===== src/gsc_pkg.sv =====
// shared types and constants for the gamepad stick conditioner
package gsc_pkg;

  localparam int AXIS_W = 8;
  localparam int OUT_W  = 16;
  localparam int BTN_W  = 16;
  localparam int CNT_W  = 5;

  // iteration counts of the shift-subtract unit, minus one
  localparam logic [CNT_W-1:0] DIV_LAST  = 5'd31;
  localparam logic [CNT_W-1:0] SQRT_LAST = 5'd15;

  // configuration register indexes
  localparam logic [1:0] CFG_DEAD_THRESHOLD = 2'd0;
  localparam logic [1:0] CFG_DEAD_OFFSET    = 2'd1;
  localparam logic [1:0] CFG_MAX_RADIUS     = 2'd2;

  typedef enum logic [3:0] {
    ST_IDLE,
    ST_SQX,
    ST_SQY,
    ST_SQR,
    ST_CMP,
    ST_MAG_INIT,
    ST_MAG_RUN,
    ST_STORE_U,
    ST_CLAMP_MAG,
    ST_AX_SQ,
    ST_AX_MUL,
    ST_AX_DIV_INIT,
    ST_AX_DIV,
    ST_AX_SQRT_INIT,
    ST_AX_SQRT,
    ST_AX_STORE
  } state_t;

  typedef enum logic [3:0] {
    OP_NONE,
    OP_LOAD,
    OP_MUL_XX,
    OP_MUL_YY,
    OP_MUL_RR,
    OP_MUL_AA,
    OP_MUL_AR,
    OP_DIV_INIT,
    OP_DIV_STEP,
    OP_SQRT_INIT_S,
    OP_SQRT_INIT_Q,
    OP_SQRT_STEP,
    OP_STORE_AX,
    OP_STORE_UNCLAMP,
    OP_STORE_CLAMP_MAG
  } op_t;

  typedef struct packed {
    op_t  op;
    logic axis;   // 0 selects x, 1 selects y
  } ctl_t;

  typedef struct packed {
    logic [6:0] dead_threshold;
    logic [6:0] dead_offset;
    logic [7:0] max_radius;
  } cfg_t;

endpackage


===== src/gsc_datapath.sv =====
// dead zone, shared multiplier and shared shift-subtract unit for divide and square root
module gsc_datapath (
  input  logic                                 clk,
  input  gsc_pkg::ctl_t                        ctl,
  input  gsc_pkg::cfg_t                        cfg,
  input  logic signed [gsc_pkg::AXIS_W-1:0]    raw_x,
  input  logic signed [gsc_pkg::AXIS_W-1:0]    raw_y,
  output logic                                 clamp,
  output logic signed [gsc_pkg::OUT_W-1:0]     axis_x,
  output logic signed [gsc_pkg::OUT_W-1:0]     axis_y,
  output logic        [gsc_pkg::OUT_W-1:0]     magnitude
);

  logic [7:0]  ax_r, ay_r;
  logic        sx_r, sy_r;
  logic [15:0] s_r, r2_r;
  logic [31:0] prod_r;
  logic [31:0] sh_r;
  logic [31:0] res_r;
  logic [18:0] rem_r;
  logic [15:0] ox_r, oy_r, mag_r;

  logic [7:0]  dz_x, dz_y;
  logic [15:0] mul_a, mul_b;
  logic [31:0] mul_p;
  logic [18:0] cand, trial, diff;
  logic        ge;
  logic [7:0]  a_sel;
  logic        s_sel;
  logic [15:0] q16, q16_signed;

  function automatic logic [7:0] dead_zone(input logic [7:0] raw,
                                           input logic [6:0] thr,
                                           input logic [6:0] off);
    logic [7:0] mag;
    logic [7:0] res;
    mag = raw[7] ? (8'd0 - raw) : raw;
    if (mag < {1'b0, thr}) begin
      res = 8'd0;
    end else if (mag > {1'b0, off}) begin
      res = mag - {1'b0, off};
    end else begin
      res = 8'd0;
    end
    return res;
  endfunction

  assign dz_x = dead_zone(raw_x, cfg.dead_threshold, cfg.dead_offset);
  assign dz_y = dead_zone(raw_y, cfg.dead_threshold, cfg.dead_offset);

  assign a_sel = ctl.axis ? ay_r : ax_r;
  assign s_sel = ctl.axis ? sy_r : sx_r;

  // shared multiplier operand select
  always_comb begin
    mul_a = '0;
    mul_b = '0;
    unique case (ctl.op)
      gsc_pkg::OP_MUL_XX: begin
        mul_a = {8'd0, ax_r};
        mul_b = {8'd0, ax_r};
      end
      gsc_pkg::OP_MUL_YY: begin
        mul_a = {8'd0, ay_r};
        mul_b = {8'd0, ay_r};
      end
      gsc_pkg::OP_MUL_RR: begin
        mul_a = {8'd0, cfg.max_radius};
        mul_b = {8'd0, cfg.max_radius};
      end
      gsc_pkg::OP_MUL_AA: begin
        mul_a = {8'd0, a_sel};
        mul_b = {8'd0, a_sel};
      end
      gsc_pkg::OP_MUL_AR: begin
        mul_a = prod_r[15:0];
        mul_b = r2_r;
      end
      default: begin
        mul_a = '0;
        mul_b = '0;
      end
    endcase
  end

  assign mul_p = mul_a * mul_b;

  // shared compare and subtract: one quotient or root bit per cycle
  always_comb begin
    if (ctl.op == gsc_pkg::OP_DIV_STEP) begin
      cand  = {rem_r[17:0], sh_r[31]};
      trial = {3'd0, s_r};
    end else begin
      cand  = {rem_r[16:0], sh_r[31:30]};
      trial = {res_r[16:0], 2'b01};
    end
    ge   = (cand >= trial);
    diff = cand - trial;
  end

  assign clamp = (s_r > r2_r);

  assign q16        = res_r[15:0];
  assign q16_signed = s_sel ? (16'd0 - q16) : q16;

  always_ff @(posedge clk) begin
    unique case (ctl.op)
      gsc_pkg::OP_NONE: begin
      end
      gsc_pkg::OP_LOAD: begin
        ax_r <= dz_x;
        ay_r <= dz_y;
        sx_r <= raw_x[7];
        sy_r <= raw_y[7];
      end
      gsc_pkg::OP_MUL_XX: prod_r <= mul_p;
      gsc_pkg::OP_MUL_YY: s_r    <= prod_r[15:0] + mul_p[15:0];
      gsc_pkg::OP_MUL_RR: r2_r   <= mul_p[15:0];
      gsc_pkg::OP_MUL_AA: prod_r <= mul_p;
      gsc_pkg::OP_MUL_AR: prod_r <= mul_p;
      gsc_pkg::OP_DIV_INIT: begin
        // upper dividend bits are below the divisor since the quotient fits 32 bits
        rem_r <= {3'd0, prod_r[31:16]};
        sh_r  <= {prod_r[15:0], 16'd0};
        res_r <= '0;
      end
      gsc_pkg::OP_DIV_STEP: begin
        rem_r <= ge ? diff : cand;
        sh_r  <= {sh_r[30:0], 1'b0};
        res_r <= {res_r[30:0], ge};
      end
      gsc_pkg::OP_SQRT_INIT_S: begin
        rem_r <= '0;
        sh_r  <= {s_r, 16'd0};
        res_r <= '0;
      end
      gsc_pkg::OP_SQRT_INIT_Q: begin
        rem_r <= '0;
        sh_r  <= res_r;
        res_r <= '0;
      end
      gsc_pkg::OP_SQRT_STEP: begin
        rem_r <= ge ? diff : cand;
        sh_r  <= {sh_r[29:0], 2'b00};
        res_r <= {res_r[30:0], ge};
      end
      gsc_pkg::OP_STORE_AX: begin
        if (ctl.axis) begin
          oy_r <= q16_signed;
        end else begin
          ox_r <= q16_signed;
        end
      end
      gsc_pkg::OP_STORE_UNCLAMP: begin
        ox_r  <= sx_r ? (16'd0 - {ax_r, 8'd0}) : {ax_r, 8'd0};
        oy_r  <= sy_r ? (16'd0 - {ay_r, 8'd0}) : {ay_r, 8'd0};
        mag_r <= q16;
      end
      gsc_pkg::OP_STORE_CLAMP_MAG: mag_r <= {cfg.max_radius, 8'd0};
      default: begin
      end
    endcase
  end

  assign axis_x    = ox_r;
  assign axis_y    = oy_r;
  assign magnitude = mag_r;

endmodule


===== src/gsc_ctrl.sv =====
// sequencer that steps the shared units through one sample
module gsc_ctrl (
  input  logic          clk,
  input  logic          rst_n,
  input  logic          start,
  input  logic          connected,
  input  logic          clamp,
  input  logic          out_free,
  output logic          busy,
  output logic          done,
  output gsc_pkg::ctl_t ctl
);

  gsc_pkg::state_t state_r, state_nxt;
  logic [gsc_pkg::CNT_W-1:0] cnt_r, cnt_nxt;
  logic axis_r, axis_nxt;
  logic fin_r, fin_nxt;  // result ready, waiting for the output register

  always_comb begin
    state_nxt = state_r;
    unique case (state_r)
      gsc_pkg::ST_IDLE: begin
        if (start && connected) begin
          state_nxt = gsc_pkg::ST_SQX;
        end
      end
      gsc_pkg::ST_SQX:          state_nxt = gsc_pkg::ST_SQY;
      gsc_pkg::ST_SQY:          state_nxt = gsc_pkg::ST_SQR;
      gsc_pkg::ST_SQR:          state_nxt = gsc_pkg::ST_CMP;
      gsc_pkg::ST_CMP:
        state_nxt = clamp ? gsc_pkg::ST_CLAMP_MAG : gsc_pkg::ST_MAG_INIT;
      gsc_pkg::ST_MAG_INIT:     state_nxt = gsc_pkg::ST_MAG_RUN;
      gsc_pkg::ST_MAG_RUN: begin
        if (cnt_r == '0) begin
          state_nxt = gsc_pkg::ST_STORE_U;
        end
      end
      gsc_pkg::ST_STORE_U:      state_nxt = gsc_pkg::ST_IDLE;
      gsc_pkg::ST_CLAMP_MAG:    state_nxt = gsc_pkg::ST_AX_SQ;
      gsc_pkg::ST_AX_SQ:        state_nxt = gsc_pkg::ST_AX_MUL;
      gsc_pkg::ST_AX_MUL:       state_nxt = gsc_pkg::ST_AX_DIV_INIT;
      gsc_pkg::ST_AX_DIV_INIT:  state_nxt = gsc_pkg::ST_AX_DIV;
      gsc_pkg::ST_AX_DIV: begin
        if (cnt_r == '0) begin
          state_nxt = gsc_pkg::ST_AX_SQRT_INIT;
        end
      end
      gsc_pkg::ST_AX_SQRT_INIT: state_nxt = gsc_pkg::ST_AX_SQRT;
      gsc_pkg::ST_AX_SQRT: begin
        if (cnt_r == '0) begin
          state_nxt = gsc_pkg::ST_AX_STORE;
        end
      end
      gsc_pkg::ST_AX_STORE:
        state_nxt = axis_r ? gsc_pkg::ST_IDLE : gsc_pkg::ST_AX_SQ;
      default:                  state_nxt = gsc_pkg::ST_IDLE;
    endcase
  end

  // counter, axis select and finish flag
  always_comb begin
    cnt_nxt  = cnt_r;
    axis_nxt = axis_r;
    fin_nxt  = fin_r;
    if (done) begin
      fin_nxt = 1'b0;
    end
    unique case (state_r)
      gsc_pkg::ST_IDLE: begin
        if (start && !connected) begin
          fin_nxt = 1'b1;
        end
      end
      gsc_pkg::ST_MAG_INIT, gsc_pkg::ST_AX_SQRT_INIT: cnt_nxt = gsc_pkg::SQRT_LAST;
      gsc_pkg::ST_AX_DIV_INIT:                        cnt_nxt = gsc_pkg::DIV_LAST;
      gsc_pkg::ST_MAG_RUN, gsc_pkg::ST_AX_DIV, gsc_pkg::ST_AX_SQRT:
        cnt_nxt = cnt_r - 1'b1;
      gsc_pkg::ST_CLAMP_MAG:                          axis_nxt = 1'b0;
      gsc_pkg::ST_STORE_U:                            fin_nxt = 1'b1;
      gsc_pkg::ST_AX_STORE: begin
        axis_nxt = 1'b1;
        if (axis_r) begin
          fin_nxt = 1'b1;
        end
      end
      default: begin
      end
    endcase
  end

  always_comb begin
    ctl.axis = axis_r;
    unique case (state_r)
      gsc_pkg::ST_IDLE:         ctl.op = start ? gsc_pkg::OP_LOAD : gsc_pkg::OP_NONE;
      gsc_pkg::ST_SQX:          ctl.op = gsc_pkg::OP_MUL_XX;
      gsc_pkg::ST_SQY:          ctl.op = gsc_pkg::OP_MUL_YY;
      gsc_pkg::ST_SQR:          ctl.op = gsc_pkg::OP_MUL_RR;
      gsc_pkg::ST_CMP:          ctl.op = gsc_pkg::OP_NONE;
      gsc_pkg::ST_MAG_INIT:     ctl.op = gsc_pkg::OP_SQRT_INIT_S;
      gsc_pkg::ST_MAG_RUN:      ctl.op = gsc_pkg::OP_SQRT_STEP;
      gsc_pkg::ST_STORE_U:      ctl.op = gsc_pkg::OP_STORE_UNCLAMP;
      gsc_pkg::ST_CLAMP_MAG:    ctl.op = gsc_pkg::OP_STORE_CLAMP_MAG;
      gsc_pkg::ST_AX_SQ:        ctl.op = gsc_pkg::OP_MUL_AA;
      gsc_pkg::ST_AX_MUL:       ctl.op = gsc_pkg::OP_MUL_AR;
      gsc_pkg::ST_AX_DIV_INIT:  ctl.op = gsc_pkg::OP_DIV_INIT;
      gsc_pkg::ST_AX_DIV:       ctl.op = gsc_pkg::OP_DIV_STEP;
      gsc_pkg::ST_AX_SQRT_INIT: ctl.op = gsc_pkg::OP_SQRT_INIT_Q;
      gsc_pkg::ST_AX_SQRT:      ctl.op = gsc_pkg::OP_SQRT_STEP;
      gsc_pkg::ST_AX_STORE:     ctl.op = gsc_pkg::OP_STORE_AX;
      default:                  ctl.op = gsc_pkg::OP_NONE;
    endcase
  end

  // a finished result waits here until the output register can take it
  assign done = fin_r && out_free;
  assign busy = (state_r != gsc_pkg::ST_IDLE) || fin_r;

  always_ff @(posedge clk) begin
    if (!rst_n) begin
      state_r <= gsc_pkg::ST_IDLE;
      cnt_r   <= '0;
      axis_r  <= 1'b0;
      fin_r   <= 1'b0;
    end else begin
      state_r <= state_nxt;
      cnt_r   <= cnt_nxt;
      axis_r  <= axis_nxt;
      fin_r   <= fin_nxt;
    end
  end

endmodule


===== src/gamepad_stick_conditioner.sv =====
// top level of the gamepad stick conditioner
//
// one controller sample enters on the in_ channel (valid/stall); one conditioned
// result leaves on the out_ channel (valid/stall). in_stall is high while a sample
// is being worked on or its result waits; the sample is taken at an edge with
// in_valid high and in_stall low.
// a vector beyond max_radius is rescaled. the rescale path runs, per axis, a
// 32-step restoring divide and a 16-step square root, one bit per cycle through
// the single shift-subtract unit; the unclamped path runs one 16-step square
// root. one sample at a time: with the output register free, in_stall falls in
// the same cycle as out_valid rises, so the next sample can be taken in that
// cycle. the output register holds a finished result while out_stall is high;
// the next sample is already accepted and worked on meanwhile, and a second
// finished result waits inside until the register frees up. cfg_ registers
// (valid/ready, always ready) are to be written only while idle; the user is
// bound by this, and the block itself does not enforce it. synchronous reset
// (rst_n low) clears the held button word, empties the output register and
// loads threshold 8, offset 6, radius 64.
module gamepad_stick_conditioner (
  input  logic                                 clk,
  input  logic                                 rst_n,
  input  logic                                 in_valid,
  output logic                                 in_stall,
  input  logic                                 in_connected,
  input  logic signed [gsc_pkg::AXIS_W-1:0]    in_stick_x,
  input  logic signed [gsc_pkg::AXIS_W-1:0]    in_stick_y,
  input  logic        [gsc_pkg::BTN_W-1:0]     in_buttons,
  output logic                                 out_valid,
  input  logic                                 out_stall,
  output logic        [gsc_pkg::BTN_W-1:0]     out_held,
  output logic        [gsc_pkg::BTN_W-1:0]     out_pressed,
  output logic signed [gsc_pkg::OUT_W-1:0]     out_axis_x,
  output logic signed [gsc_pkg::OUT_W-1:0]     out_axis_y,
  output logic        [gsc_pkg::OUT_W-1:0]     out_magnitude,
  input  logic                                 cfg_valid,
  output logic                                 cfg_ready,
  input  logic        [1:0]                    cfg_index,
  input  logic        [7:0]                    cfg_data
);

  gsc_pkg::cfg_t cfg_r;
  gsc_pkg::ctl_t ctl;

  logic [gsc_pkg::BTN_W-1:0] held_btn_r;
  logic [gsc_pkg::BTN_W-1:0] p_held_r, p_pressed_r;
  logic                      p_conn_r;
  logic                      out_valid_r;
  logic [gsc_pkg::BTN_W-1:0] o_held_r, o_pressed_r;
  logic [gsc_pkg::OUT_W-1:0] o_x_r, o_y_r, o_mag_r;

  logic start, busy, done, clamp, out_free;
  logic signed [gsc_pkg::OUT_W-1:0] dp_x, dp_y;
  logic        [gsc_pkg::OUT_W-1:0] dp_mag;

  assign cfg_ready = 1'b1;
  assign in_stall  = busy;
  assign start     = in_valid && !busy;
  assign out_free  = !out_valid_r || !out_stall;

  gsc_ctrl u_ctrl (
    .clk       (clk),
    .rst_n     (rst_n),
    .start     (start),
    .connected (in_connected),
    .clamp     (clamp),
    .out_free  (out_free),
    .busy      (busy),
    .done      (done),
    .ctl       (ctl)
  );

  gsc_datapath u_dp (
    .clk       (clk),
    .ctl       (ctl),
    .cfg       (cfg_r),
    .raw_x     (in_stick_x),
    .raw_y     (in_stick_y),
    .clamp     (clamp),
    .axis_x    (dp_x),
    .axis_y    (dp_y),
    .magnitude (dp_mag)
  );

  always_ff @(posedge clk) begin
    if (!rst_n) begin
      cfg_r.dead_threshold <= 7'd8;
      cfg_r.dead_offset    <= 7'd6;
      cfg_r.max_radius     <= 8'd64;
    end else if (cfg_valid && cfg_ready) begin
      unique case (cfg_index)
        gsc_pkg::CFG_DEAD_THRESHOLD: cfg_r.dead_threshold <= cfg_data[6:0];
        gsc_pkg::CFG_DEAD_OFFSET:    cfg_r.dead_offset    <= cfg_data[6:0];
        gsc_pkg::CFG_MAX_RADIUS:     cfg_r.max_radius     <= cfg_data;
        default: begin
        end
      endcase
    end
  end

  // button word is settled at the input transfer
  always_ff @(posedge clk) begin
    if (!rst_n) begin
      held_btn_r <= '0;
    end else if (start) begin
      held_btn_r <= in_connected ? in_buttons : '0;
    end
  end

  always_ff @(posedge clk) begin
    if (start) begin
      p_conn_r    <= in_connected;
      p_held_r    <= in_buttons;
      p_pressed_r <= in_buttons & ~held_btn_r;
    end
  end

  always_ff @(posedge clk) begin
    if (!rst_n) begin
      out_valid_r <= 1'b0;
    end else if (done) begin
      out_valid_r <= 1'b1;
    end else if (!out_stall) begin
      out_valid_r <= 1'b0;
    end
  end

  always_ff @(posedge clk) begin
    if (done) begin
      o_held_r    <= p_conn_r ? p_held_r    : '0;
      o_pressed_r <= p_conn_r ? p_pressed_r : '0;
      o_x_r       <= p_conn_r ? dp_x        : '0;
      o_y_r       <= p_conn_r ? dp_y        : '0;
      o_mag_r     <= p_conn_r ? dp_mag      : '0;
    end
  end

  assign out_valid     = out_valid_r;
  assign out_held      = o_held_r;
  assign out_pressed   = o_pressed_r;
  assign out_axis_x    = o_x_r;
  assign out_axis_y    = o_y_r;
  assign out_magnitude = o_mag_r;

endmodule

===== config.mk =====
export PLATFORM = sky130hd
export DESIGN_NAME = gamepad_stick_conditioner
export DESIGN_NICKNAME = d
export VERILOG_FILES = /design/src/gsc_pkg.sv /design/src/gsc_datapath.sv /design/src/gsc_ctrl.sv /design/src/gamepad_stick_conditioner.sv
export SDC_FILE = /design/constraint.sdc
export NUM_CORES = 1
export LEC_CHECK = 0
export BUFFER_PORTS_ARGS = -buffer_cell sky130_fd_sc_hd__buf_2
export CAP_MARGIN = 20
export CORE_ASPECT_RATIO = 1.5
export CORE_UTILIZATION = 59
export CTS_CLUSTER_SIZE = 30
export DETAILED_ROUTE_END_ITERATION = 10
export HOLD_SLACK_MARGIN = 0.03
export PLACE_DENSITY = 0.75
export SLEW_MARGIN = 25
export SYNTH_ARGS = -nofsm -noshare
export SYNTH_HDL_FRONTEND = slang
export SYNTH_SLANG_ARGS = --single-unit

===== constraint.sdc =====
create_clock -name clk -period 13.1 [get_ports clk]
set_input_delay 2.62 -clock clk [delete_from_list [all_inputs] [get_ports clk]]
set_output_delay 2.62 -clock clk [all_outputs]
set_load 0.01 [all_outputs]

==> flow_summary.ini <==
[placed_design]
place_area_um2 = 28300
gp_congestion = 0.969
dp_slack_ns = 3.93
place_hpwl_um = 55600
numPortBuffers = 129

[critical_path]
path_class = flop to flop
r2r-end = u_dp.s_r[15]
r2r_cells = 31
required_ns = 13.38
crit_slowest_cell = a21oi_1
r2r_slack_ns = 3.71
worstPathArrival_ns = 9.67
cp_max_fo = 14
cp-start-kind = flop
endpoint_kind = flop
max_stage_delay_ns = 0.82
r2r-start = u_ctrl.state_r[0]

[yosys]
synth_area_um2 = 27000
syn_nets = 3043
synthSimpleGateAreaFrac_pct = 14.8
synthAdderAreaFrac_pct = 23.4
synth-async-reset-ratio_pct = 0
synth_mux_area_share_pct = 2.28
synth_largest_area_cell = edfxtp_1
syn_area_per_cell_um2 = 10.3
synthCells = 2609
yosysWarnings = 0
ys_seq_area_share_pct = 39.9
synthDistinctLibCells = 71
synthTopCellsByArea = edfxtp_1, fa_1, ha_1, inv_1, nand2_1
synth_edf_count = 325
ys.flop_type = edfxtp_1
synth-xor-area-share_pct = 3.21
synth_seq_cells = 375
synth_top_area_share_pct = 36.2
synth-compound-area-share_pct = 10.4
synth_top_family_by_area = adder cells

[cts]
postCtsHoldBufs = 0
cts.path.max_buffers = 3
insertion_delay_ns = 0.53
postCtsResizedCells = 0
numCtsBuffers = 35
cts_tree = yes
htreeDepth = 2
path_clk_slew_ns = 0.07
root_buffer = clkbuf_16
cts_setup_buffers = 0
cts.sinks = 375

[floorplanning]
row_count = 95
die-area_um2 = 46600
num_io_pins = 131
dieWidth_um = 177
start_util_pct = 60.0
die_h_um = 264
coreArea_um2 = 44900

[timing]
fin_crit_sh_pct = 71.7
hold_viol = 0
fin_skew_ns = 0.0160
setup_ws_ns = 3.71
maxSlewViolCount = 0
fmax_mhz = 106
min_period_ns = 9.39
finalSetupViolations = 0
setup_tns_ns = 0
relSlewSlack_pct = 28.7
rsz0062_at_grt = no
max_slew.worst_pin.slew_ns = 1.07

[finish]
area_growth_pct = 8.92
stdcell_area_um2 = 29400
fin_util_pct = 65.4
drive_above_1_share_pct = 9.20
nets = 3138
diodes = 0

[outcome]
outcome = finished, final reports clean

[hold_path]
worstHoldStart = held_btn_r[2]
min_path_cells = 2
hp-class = flop to flop
worstHoldEndpoint = held_btn_r[2]

[detailed_routing]
routed_wl_um = 71800
drc_errors = 0
routed_via_density = 6.01
routed-via-count = 19900
firstDrtPassIters = 6
final_antenna_net_count = 0
drt_first_iter_violations = 1581
drt-wirelength-per-cell_um = 21.7

[global_routing]
grt_antenna_before_repair = 0
grt_max_degree = 81
grt.overflow.total = 0
grt.total_usage_pct = 31.6
grt_pass1_wl_um = 112000
grt_pass1_vias = 20700

[power_and_ir_drop]
pwr-share-clk_pct = 28.6
pwr-share-comb_pct = 25.7
leakagePower_uw = 0.0129
power_switching_uw = 1160
vdd_drop_max_mv = 0.0808
seqPwrFrac_pct = 45.7
switching_share_pct = 33.3
power.internal_uw = 2320
power_density_nw_per_um2 = 119

[run]
maxCapViolCount = 0
[power by group through the flow]
stage	clock network (µW)	registers (µW)	logic [µW]
after CTS	1000	1590	885
final	998	1590	894
after global routing	1050	1600	975
after detailed placement	0	1610	876
after global placement	0	1610	839
after floorplan	0	1560	597
[synth_stat cells, types with 5 or more instances]
master	n
a22oi_1	15
clkbuf_1	84
nor2b_1	58
nand3b_1	5
nand2_1	294
a21o_1	60
inv_1	317
o21a_1	13
dfxtp_1	50
edfxtp_1	325
or2_2	5
a21oi_1	110
buf_1	7
and2_1	123
nor3_1	27
nand4_1	12
ha_1	188
a21boi_0	38
xor2_1	33
buf_2	6
o21ai_0	76
and3_1	17
xnor2_1	66
o31ai_1	7
o211ai_1	6
a222oi_1	27
o21bai_1	11
a31oi_1	10
mux2_2	11
o21ai_1	6
fa_1	198
or3_1	15
nand2b_1	26
mux2i_1	49
nor4_1	5
nor2_1	199
nand3_1	52
[through the flow]
stage                     hold WS [ns]  cells  total power (µW)
after CTS                        0.469   3309              3480
final                            0.467   3310              3480
after detailed placement         0.461   3248              2490
after global routing             0.490   3310              3620
after global placement           0.452   3247              2450
after floorplan                  0.441   2609              2150
[state kept, by name, summed over array words and instances, names as in the netlist, 18 cells and up]
signal,flops
u_dp.prod_r,32
u_dp.res_r,32
u_dp.sh_r,32
cfg_r,22
u_dp.rem_r,18
[metal layers]
layer,track usage [%],share of wire [%]
met2,58.0,53
met5,0,0
met1,33.1,33
met3,3.54,6.0
met4,22.6,7.9
[critical path: cells and delay by family, from the launching register on]
| kind | cells | cell delay [ns] |
|---|---|---|
| AO/OA/AOI/OAI | 10 | 2.53 |
| adder cells (fa/ha/maj) | 8 | 3.51 |
| flip-flops | 1 | 0.66 |
| buffers and inverters | 4 | 0.60 |
| AND/OR/NAND/NOR | 7 | 1.37 |
| XOR/XNOR | 2 | 0.45 |
[cell type report]
cell class              count  area, µm²
fillers                  3604      15500
multi-input cells        1815      14700
flip-flops and latches    375      10800
inverters                 319       1200
clock buffers              46        937
repair buffers            158        883
well taps                 582        728
clock inverters            15        155
[kinds of logic (layout without fill, tap and decap cells)]
| group | after synthesis | after routing |
|---|---|---|
| buf+inv | 419 | 538 |
| other cells | 1 | 1 |
| flops | 375 | 375 |
| fa+ha+maj | 386 | 386 |
| compound gates | 422 | 422 |
| simple gates | 847 | 847 |
| xor+xnor | 99 | 99 |
| mux | 60 | 60 |
[cell usage in the layout (no fill, tap or decap), drive strengths merged, types with 17 or more instances in the layout]
| cell | n |
|---|---|
| xor2 | 33 |
| mux2i | 49 |
| edfxtp | 325 |
| nand2b | 26 |
| nor2b | 58 |
| clkbuf | 46 |
| nand3 | 52 |
| buf | 158 |
| fa | 198 |
| ha | 188 |
| a222oi | 27 |
| dfxtp | 50 |
| and2 | 123 |
| nand2 | 294 |
| a21boi | 39 |
| nor2 | 201 |
| and3 | 17 |
| xnor2 | 66 |
| a21oi | 113 |
| a21o | 60 |
| nor3 | 29 |
| inv | 318 |
| o21ai | 82 |
[worst max path at each step]
stage / slack, ns / end / startpoint / depth (start not counted)
final: 3.71 / u_dp.s_r[15] / u_ctrl.state_r[0] / 31
after global routing: 3.23 / u_dp.s_r[15] / u_ctrl.state_r[2] / 29
after CTS: 3.85 / u_dp.s_r[15] / u_ctrl.state_r[0] / 31
after detailed placement: 3.93 / u_dp.s_r[15] / u_ctrl.state_r[0] / 31
after global placement: 3.95 / u_dp.s_r[15] / u_ctrl.state_r[0] / 33
after floorplan: 4.03 / out_axis_x[0] / out_stall / 1
Note: power is estimated with default switching activity, not from simulation.
